File: src/design/bfm_pkg.sv
// Shared constants, types and the microcode table of the tape machine step unit.
package bfm_pkg;

   localparam int CELL_COUNT = 32768;
   localparam int CODE_DEPTH = 4096;
   localparam int CELL_W     = $clog2(CELL_COUNT);
   localparam int CADDR_W    = $clog2(CODE_DEPTH);
   localparam int LEN_W      = $clog2(CODE_DEPTH + 1);
   localparam int OP_W       = 2;
   localparam int BYTE_W     = 8;
   localparam int ERR_W      = 2;
   localparam int STEP_W     = 5;

   localparam logic [BYTE_W-1:0] CH_RIGHT = 8'h3E;
   localparam logic [BYTE_W-1:0] CH_LEFT  = 8'h3C;
   localparam logic [BYTE_W-1:0] CH_OPEN  = 8'h5B;
   localparam logic [BYTE_W-1:0] CH_CLOSE = 8'h5D;
   localparam logic [BYTE_W-1:0] CH_INC   = 8'h2B;
   localparam logic [BYTE_W-1:0] CH_DEC   = 8'h2D;
   localparam logic [BYTE_W-1:0] CH_OUT   = 8'h2E;
   localparam logic [BYTE_W-1:0] CH_IN    = 8'h2C;

   typedef enum logic [OP_W-1:0] {
      OP_CLEAR = 2'd0,
      OP_LOAD  = 2'd1,
      OP_STEP  = 2'd2
   } op_type;

   typedef enum logic [ERR_W-1:0] {
      ERR_NONE   = 2'd0,
      ERR_SYNTAX = 2'd1,
      ERR_TOP    = 2'd2,
      ERR_BOTTOM = 2'd3
   } err_type;

   typedef enum logic [STEP_W-1:0] {
      S_CLR,
      S_IDLE,
      S_DISP,
      S_SCAN_RD,
      S_SCAN_CK,
      S_FIN,
      S_CLEAR,
      S_LOAD,
      S_REPORT,
      S_HALT_SYN,
      S_HALT_END,
      S_HALT_TOP,
      S_HALT_BOT,
      S_RIGHT,
      S_LEFT,
      S_NEXT,
      S_INC,
      S_DEC,
      S_IN,
      S_OUT,
      S_SCAN_F,
      S_SCAN_B
   } step_type;

   typedef enum logic [3:0] {
      ACT_NONE,
      ACT_ACCEPT,
      ACT_CLR_CELL,
      ACT_CLEAR_ALL,
      ACT_LOAD,
      ACT_HALT,
      ACT_RIGHT,
      ACT_LEFT,
      ACT_NEXT,
      ACT_INC,
      ACT_DEC,
      ACT_IN,
      ACT_OUT,
      ACT_SCAN_INIT,
      ACT_SCAN_RD,
      ACT_SCAN_CK
   } act_type;

   typedef enum logic [2:0] {
      COND_ALWAYS,
      COND_NO_REQ,
      COND_CLR_MORE,
      COND_SCAN_END,
      COND_SCAN_MISS
   } cond_type;

   typedef enum logic {
      NXT_JUMP,
      NXT_DISP
   } nxt_type;

   typedef struct packed {
      nxt_type  nxt;
      cond_type cond;
      step_type target;
      act_type  act;
      err_type  reason;
      logic     scan_rd;
      logic     scan_back;
      logic     res_wr;
   } ucode_type;

   typedef struct packed {
      logic     req_pending;
      logic     rsp_busy;
      logic     clr_more;
      logic     scan_end;
      logic     scan_miss;
      step_type disp;
   } dp_stat_type;

   function automatic ucode_type ucode_rom(input step_type s);
      ucode_type w;
      w = '{nxt: NXT_JUMP, cond: COND_ALWAYS, target: S_IDLE, act: ACT_NONE,
            reason: ERR_NONE, scan_rd: 1'b0, scan_back: 1'b0, res_wr: 1'b1};
      unique case (s)
         S_CLR: begin
            w.cond = COND_CLR_MORE; w.target = S_CLR; w.act = ACT_CLR_CELL; w.res_wr = 1'b0;
         end
         S_IDLE: begin
            w.cond = COND_NO_REQ; w.target = S_IDLE; w.act = ACT_ACCEPT; w.res_wr = 1'b0;
         end
         S_DISP: begin
            w.nxt = NXT_DISP; w.res_wr = 1'b0;
         end
         S_SCAN_RD: begin
            w.cond = COND_SCAN_END; w.target = S_HALT_SYN; w.act = ACT_SCAN_RD;
            w.scan_rd = 1'b1; w.res_wr = 1'b0;
         end
         S_SCAN_CK: begin
            w.cond = COND_SCAN_MISS; w.target = S_SCAN_RD; w.act = ACT_SCAN_CK;
            w.res_wr = 1'b0;
         end
         S_FIN:      w.act = ACT_NONE;
         S_CLEAR: begin
            w.act = ACT_CLEAR_ALL; w.target = S_CLR;
         end
         S_LOAD:     w.act = ACT_LOAD;
         S_REPORT:   w.act = ACT_NONE;
         S_HALT_SYN: begin
            w.act = ACT_HALT; w.reason = ERR_SYNTAX;
         end
         S_HALT_END: begin
            w.act = ACT_HALT; w.reason = ERR_NONE;
         end
         S_HALT_TOP: begin
            w.act = ACT_HALT; w.reason = ERR_TOP;
         end
         S_HALT_BOT: begin
            w.act = ACT_HALT; w.reason = ERR_BOTTOM;
         end
         S_RIGHT:    w.act = ACT_RIGHT;
         S_LEFT:     w.act = ACT_LEFT;
         S_NEXT:     w.act = ACT_NEXT;
         S_INC:      w.act = ACT_INC;
         S_DEC:      w.act = ACT_DEC;
         S_IN:       w.act = ACT_IN;
         S_OUT:      w.act = ACT_OUT;
         S_SCAN_F: begin
            w.act = ACT_SCAN_INIT; w.target = S_SCAN_RD; w.res_wr = 1'b0;
         end
         S_SCAN_B: begin
            w.act = ACT_SCAN_INIT; w.target = S_SCAN_RD; w.scan_back = 1'b1;
            w.res_wr = 1'b0;
         end
         default: begin
            w.res_wr = 1'b0;
         end
      endcase
      return w;
   endfunction

endpackage

File: src/design/bfm_seq.sv
// Microcode sequencer: step counter, control word table and next-step selection.
module bfm_seq (
   input  logic                 clock,
   input  logic                 reset,
   input  bfm_pkg::dp_stat_type stat,
   output bfm_pkg::ucode_type   ctl,
   output logic                 fire
);
   import bfm_pkg::*;

   step_type upc_ff;
   step_type upc_in;
   logic     cond_hit;
   logic     stall;

   always_ff @(posedge clock) begin
      if (reset) begin
         upc_ff <= S_CLR;
      end else begin
         upc_ff <= upc_in;
      end
   end

   always_comb begin
      ctl   = ucode_rom(upc_ff);
      stall = ctl.res_wr && stat.rsp_busy;
      fire  = !stall;
      unique case (ctl.cond)
         COND_ALWAYS:    cond_hit = 1'b1;
         COND_NO_REQ:    cond_hit = !stat.req_pending;
         COND_CLR_MORE:  cond_hit = stat.clr_more;
         COND_SCAN_END:  cond_hit = stat.scan_end;
         COND_SCAN_MISS: cond_hit = stat.scan_miss;
         default:        cond_hit = 1'b0;
      endcase
      if (stall) begin
         upc_in = upc_ff;
      end else if (ctl.nxt == NXT_DISP) begin
         upc_in = stat.disp;
      end else if (cond_hit) begin
         upc_in = ctl.target;
      end else begin
         upc_in = step_type'(STEP_W'(upc_ff) + STEP_W'(1));
      end
   end

endmodule

File: config.mk
export PLATFORM = sky130hd
export DESIGN_NAME = bfm_seq
export DESIGN_NICKNAME = d
export VERILOG_FILES = /design/src/design/bfm_pkg.sv /design/src/design/bfm_seq.sv
export SDC_FILE = /design/constraint.sdc
export NUM_CORES = 1
export LEC_CHECK = 0
export ABC_AREA = 1
export BUFFER_PORTS_ARGS = -buffer_cell sky130_fd_sc_hd__buf_2
export CAP_MARGIN = 20
export CORE_MARGIN = 5
export CORE_UTILIZATION = 53
export CTS_CLUSTER_SIZE = 20
export DETAILED_ROUTE_END_ITERATION = 6
export GPL_TIMING_DRIVEN = 0
export PLACE_DENSITY = 0.93
export SKIP_CTS_REPAIR_TIMING = 1
export SYNTH_ARGS = -nofsm -noshare
export SYNTH_HDL_FRONTEND = slang
export SYNTH_SLANG_ARGS = --single-unit
File: constraint.sdc
create_clock -name clock -period 2.5 [get_ports clock]
set_input_delay 0.375 -clock clock [delete_from_list [all_inputs] [get_ports clock]]
set_output_delay 0.375 -clock clock [all_outputs]
set_load 0.01 [all_outputs]
==> results of run 1 <==
cell usage after synthesis:
| master | n |
|---|---|
| nand3b_1 | 1 |
| a21boi_1 | 3 |
| o21ai_2 | 2 |
| nor2_2 | 8 |
| a21oi_2 | 1 |
| nand3_2 | 1 |
| conb_1 | 1 |
| nand2_1 | 31 |
| dfxtp_1 | 5 |
| nor3_2 | 1 |
| inv_2 | 6 |
| nand3_1 | 15 |
| ha_1 | 5 |
| nor4_1 | 1 |
| nand4_1 | 5 |
| nand2_2 | 4 |
| o21ai_1 | 5 |
| nor3_1 | 1 |
| nor3b_1 | 1 |
| nor2_1 | 7 |
| a21oi_1 | 8 |
| xor2_1 | 2 |
| inv_1 | 20 |
| buf_4 | 4 |
| a22oi_1 | 3 |
| nor2_4 | 3 |
| nand2_4 | 3 |
stage by stage:
step / area, µm² / std cells
6_report: 1080 / 196
5_1_grt: 1080 / 196
4_1_cts: 1080 / 196
3_5_place_dp: 1050 / 192
3_3_place_gp: 1050 / 192
2_1_floorplan: 890 / 148
power by group through the flow:
stage | Combinational [W] | Clock (W) | Sequential [W]
floorplan | 0.000935 | 0 | 0.000142
global placement | 0.00122 | 0 | 0.000148
detailed placement | 0.00126 | 0 | 0.000150
CTS | 0.00127 | 0.0000966 | 0.000148
global route | 0.00142 | 0.000103 | 0.000157
finish | 0.00127 | 0.0000954 | 0.000151
cell type report:
cell class              instances  area (µm²)
well taps                      16        20.0
clock buffers                   4        26.3
multi-input cells             113         664
repair buffers                 28         140
fillers                       133         462
plain buffers                   4        30.0
inverters                      26        97.6
flip-flops and latches          5         101
worst max-delay path, delay by kind of cell (launching register included):
kind | cells | cell delay, ps
compound gates | 1 | 120
fa+ha+maj | 2 | 480
buf+inv | 2 | 270
flops | 1 | 350
simple gates | 5 | 490
path summary, 6_finish.rpt:
kind,from,to,slack (ps),depth (start not counted)
max,upc_ff[1]$_SDFFE_PP0N_,fire,160,10
min,stat[2],upc_ff[2]$_SDFFE_PP0N_,430,3
max reg2reg,upc_ff[1]$_SDFFE_PP0N_,upc_ff[3]$_SDFFE_PP0N_,640,10
min reg2reg,upc_ff[0]$_SDFFE_PP0N_,upc_ff[0]$_SDFFE_PP0N_,580,2
per-layer routing:
| layer | vias up | global-route usage |
|---|---|---|
| li1 | 546 | - |
| met1 | 472 | 0.231 |
| met2 | 44 | 0.364 |
| met3 | 6 | 0.0262 |
| met4 | 0 | 0.0723 |
| met5 | - | 0 |
logic make-up after synthesis:
group           synth area share
fa+ha+maj                 0.0706
flops                      0.113
simple gates               0.494
other cells              0.00423
xor+xnor                  0.0198
buf+inv                    0.144
compound gates             0.154
==> impl_metrics.yaml, run 1 <==
global_routing:
  grt_max_degree: 10
  grt_pass1_wl_um: 4220
  grt_usage: 0.199
  overflow: 0
  grt_pass1_vias: 1043
  grt_antenna_before_repair: 0
worst_setup_path:
  crit_slowest_cell: "dfxtp_1"
  path_class: "reg2out"
  arrival_ps: 1970
  crit_required_ps: 2120
  crit_path_start_kind: "flop"
  crit_path_max_fanout: 7
  critPathMaxStageDelay_ps: 350
  cp-end-kind: "output port"
  path_cells: "ha_1 -> inv_1 -> nor2_1 -> ha_1 -> a21oi_1 -> nand3_1 -> nor2_2 -> nand2_4 -> nand2_4 -> buf_2"
logic_synthesis:
  synthesis.area_um2: 886
  synth_seq_cells: 5
  avgSynthCellArea_um2: 6.03
  synth_area_leaders: "nand2_1, dfxtp_1, inv_1"
  yosys.area.top_type: "nand2_1"
  synth_top_area_frac: 0.131
  yosysUniqueCellTypes: 27
  ys_warn_count: 0
  netlist_instances: 147
  seq_area_frac_synth: 0.113
power:
  switching_power_w: 0.000884
  p_int_w: 0.000636
  leakagePower_nw: 0.634
  pwr_density_cell_nw_per_um2: 1410
  p_seq_frac: 0.099
  power_frac_clock: 0.063
  ir_drop_v: 0.000859
  comb_power_share: 0.838
  swShare: 0.581
  power.total_w: 0.00152
route:
  route.layer.met1.wl_um: 1000
  wl_met3_um: 139
  maxUsedRoutingLayer: "met4"
  drc_errors: 0
  detail_route.wl_per_cell_um: 12.6
  drtIter0Drc: 34
  ant_nets: 0
  route.met2.wl_um: 1300
  vias: 1068
  drt_wl_total_um: 2460
  drt-pass1-iter-count: 5
  route.detailed.vias_per_inst: 5.45
worst_hold_path:
  worst_hold_path_type: "in2reg"
sta:
  rsz0062_at_grt: "false"
  clock.fmax_mhz: 427
  whs_ps: 429
  setup-tns-final_ps: 0
  fin_ws_ps: 159
  setup_viol: 0
  post-route-min-period_ps: 2340
  skew_ps: 5.38
  hold_viol_final: 0
  fin_crit_sh: 0.936
  drv_slew: 0
clock_tree:
  cts.sinks: 5
  clockRootBuffer: "clkbuf_4"
  clockBufferDepth: 2
  clk_latency_ps: 250
  cts_made_buffers: 3
  cts_tree: "built"
  h-tree-depth: 1
  clk_pin_slew_ps: 50
cells_and_area:
  utilization: 0.700
  antenna-diode-count: 0
  largest_register_ffs: 5
  drive_gt1_frac: 0.367
  nets: 198
  area_delta_synth_final_pct: 21.9
  biggestRegsByFlops: "upc_ff: 5 flops"
  final_common_cell: "nand2_1"
  regMostFlops: "upc_ff"
  final_cell_mix: "nand2_1, buf_2, inv_1"
outcome:
  status: "finished, final reports clean"
floorplanning:
  rows: 14
  ioPinCount: 31
  die_h_um: 50.9
  fp.dieW_um: 50.9
  die-area_um2: 2590
  initial_core_util: 0.575
  core_um2: 1540
placed_design:
  dp_hpwl_um: 2090
  io_buffers: 28
  dp_slack_ps: 369
  gp_congestion: 0.878
job:
  max_cap_violations: 0
No activity file was read; power rests on OpenSTA's default activity.
==> run 2, diff against run 1 <==
- CELL_PAD_IN_SITES_DETAIL_PLACEMENT: not set -> 0
- CELL_PAD_IN_SITES_GLOBAL_PLACEMENT: not set -> 1
- CORE_ASPECT_RATIO: not set -> 0.75
- CORE_UTILIZATION: 53 -> 35
==> run 2 against run 1 <==
Compared with the run above: clock skew fell by 0.92 ps; utilization down 23 points; register-to-register slack improved by 80 ps; clock-buffer cell count stayed put; fmax increased by 1.9%; sequential cell count unchanged; design area is 2.7% higher; wire length shrank 1.1%; global-route usage shrank 5.6 points; critical path type unchanged; largest cell class unchanged.
==> impl_metrics.yaml, run 2 (synthesis results as in run 1) <==
worst_setup_path:
  r2r_slack_ps: 720
  path_common_cell: "inv_1"
  worstReg2RegEnd: "upc_ff[3]$_SDFFE_PP0N_"
  path_cells: "inv_1 -> ha_1 -> inv_1 -> nor2_4 -> nand2_1 -> inv_1 -> nor4_2 -> nand4_1 -> buf_2"
  reg2regPathDepth: 10
  cp_top_family: "simple AND/OR/NAND/NOR gates"
  critPathMaxStageDelay_ps: 400
  path_class: "reg2out"
  cp-end-kind: "output port"
  crit_path_max_fanout: 5
  reg2reg_from: "upc_ff[1]$_SDFFE_PP0N_"
  cp_num_buf_inv: 4
  crit_required_ps: 2120
  crit_slowest_cell: "dfxtp_1"
  crit_path_start_kind: "flop"
  arrival_ps: 1920
power:
  leakagePower_nw: 0.633
  pwr_density_cell_nw_per_um2: 1370
  ir_drop_v: 0.000593
worst_hold_path:
  worst_hold_path_type: "in2reg"
  worst_hold_path.endpoint: "upc_ff[2]$_SDFFE_PP0N_"
  whs_path_depth: 3
  worstHoldStart: "stat[2]"
cells_and_area:
  biggestRegsByFlops: "upc_ff: 5 flops"
  nFillCells: 264
  nets: 198
  area_delta_synth_final_pct: 25.1
  largest_register_ffs: 5
  drive_gt1_frac: 0.378
  final_cell_mix: "nand2_1, buf_2, inv_1"
  final_area_um2: 1110
  final_common_cell: "nand2_1"
  regMostFlops: "upc_ff"
  antenna-diode-count: 0
floorplanning:
  initial_core_util: 0.375
  fp.dieW_um: 68.1
  core_um2: 2360
  ioPinCount: 31
  die-area_um2: 3650
  die_h_um: 53.6
  rows: 15
clock_tree:
  clockBufferDepth: 2
  h-tree-depth: 1
  clk_pin_slew_ps: 50
  cts.sinks: 5
  clk_latency_ps: 240
  cts_made_buffers: 3
  cts_tree: "built"
  clockRootBuffer: "clkbuf_4"
route:
  vias: 1012
  ant_nets: 0
  route.detailed.vias_per_inst: 4.73
  detail_route.wl_per_cell_um: 11.4
  drc_errors: 0
  drt-pass1-iter-count: 4
  drt_wl_total_um: 2430
  drtIter0Drc: 55
placed_design:
  gp_congestion: 0.850
  placed_area_um2: 1070
  dp_hpwl_um: 2000
  io_buffers: 28
job:
  max_cap_violations: 0
sta:
  post-route-min-period_ps: 2300
  rsz0062_at_grt: "false"
  hold_viol_final: 0
  whs_ps: 424
  setup-tns-final_ps: 0
  setup_viol: 0
  drv_slew: 0
  fin_crit_sh: 0.919
  skew_ps: 4.47
  clock.fmax_mhz: 435
outcome:
  status: "finished, final reports clean"
global_routing:
  grt_antenna_before_repair: 0
  grt_usage: 0.142
  grt_max_degree: 10
  grt_pass1_vias: 904
  grt_pass1_wl_um: 3990
  overflow: 0
[run 2: changes by cell type in the layout (fill, tap and decap cells not counted)]
| cell | before | now |
|---|---|---|
| nor4_2 | 0 | 1 |
| nand2_2 | 5 | 4 |
| nand2_1 | 30 | 31 |
| inv_1 | 20 | 19 |
| ha_2 | 0 | 1 |
| ha_1 | 5 | 4 |
| inv_2 | 6 | 7 |
| nor4_1 | 1 | 0 |
[run 2: metrics by stage]
stage,total power (W),cells,utilization,setup WS [ps]
6_report,0.00152,214,0.469,202
5_1_grt,0.00169,214,0.469,22.9
4_1_cts,0.00153,214,0.465,104
3_5_place_dp,0.00142,210,0.453,387
3_3_place_gp,0.00140,210,0.453,370
2_1_floorplan,0.00108,148,-,625
[run 2: tightest hold or removal path, stage by stage]
cell and delay [ps]:
buf_2 70, a22oi_1 70, a21oi_1 110
[run 2: how the worst max path moves through the flow]
stage,end,cells past startpoint,start,slack [ps]
floorplan,ctl[5],8,upc_ff[0]$_SDFFE_PP0N_,630
global placement,ctl[5],9,upc_ff[0]$_SDFFE_PP0N_,370
detailed placement,ctl[5],9,upc_ff[0]$_SDFFE_PP0N_,390
CTS,ctl[5],9,upc_ff[0]$_SDFFE_PP0N_,100
global route,ctl[5],9,upc_ff[1]$_SDFFE_PP0N_,20
finish,ctl[5],9,upc_ff[1]$_SDFFE_PP0N_,200
[run 2: layout make-up]
type,count,area (µm²),share of cell area
Buffer,4,30.0,0.0271
Clock buffer,4,26.3,0.0237
Inverter,26,97.6,0.0880
Multi-Input combinational cell,113,671,0.605
Sequential cell,5,101,0.0914
Tap cell,34,42.5,0.0384
Timing Repair Buffer,28,140,0.126
[run 2: power by group]
| part | internal (W) | leakage [nW] | switching (W) |
|---|---|---|---|
| Clock | 0.0000604 | 0.0150 | 0.0000341 |
| Sequential | 0.000117 | 0.0414 | 0.0000347 |
| Combinational | 0.000463 | 0.576 | 0.000814 |
[run 2: layer usage]
| layer | wire length [µm] | global-route usage | vias to the layer above |
|---|---|---|---|
| met3 | 160 | 0.0334 | 2 |
| met2 | 1040 | 0.216 | 38 |
| met5 | 0 | 0 | - |
| met4 | 17 | 0.0198 | 0 |
| li1 | - | - | 538 |
| met1 | 1210 | 0.208 | 434 |
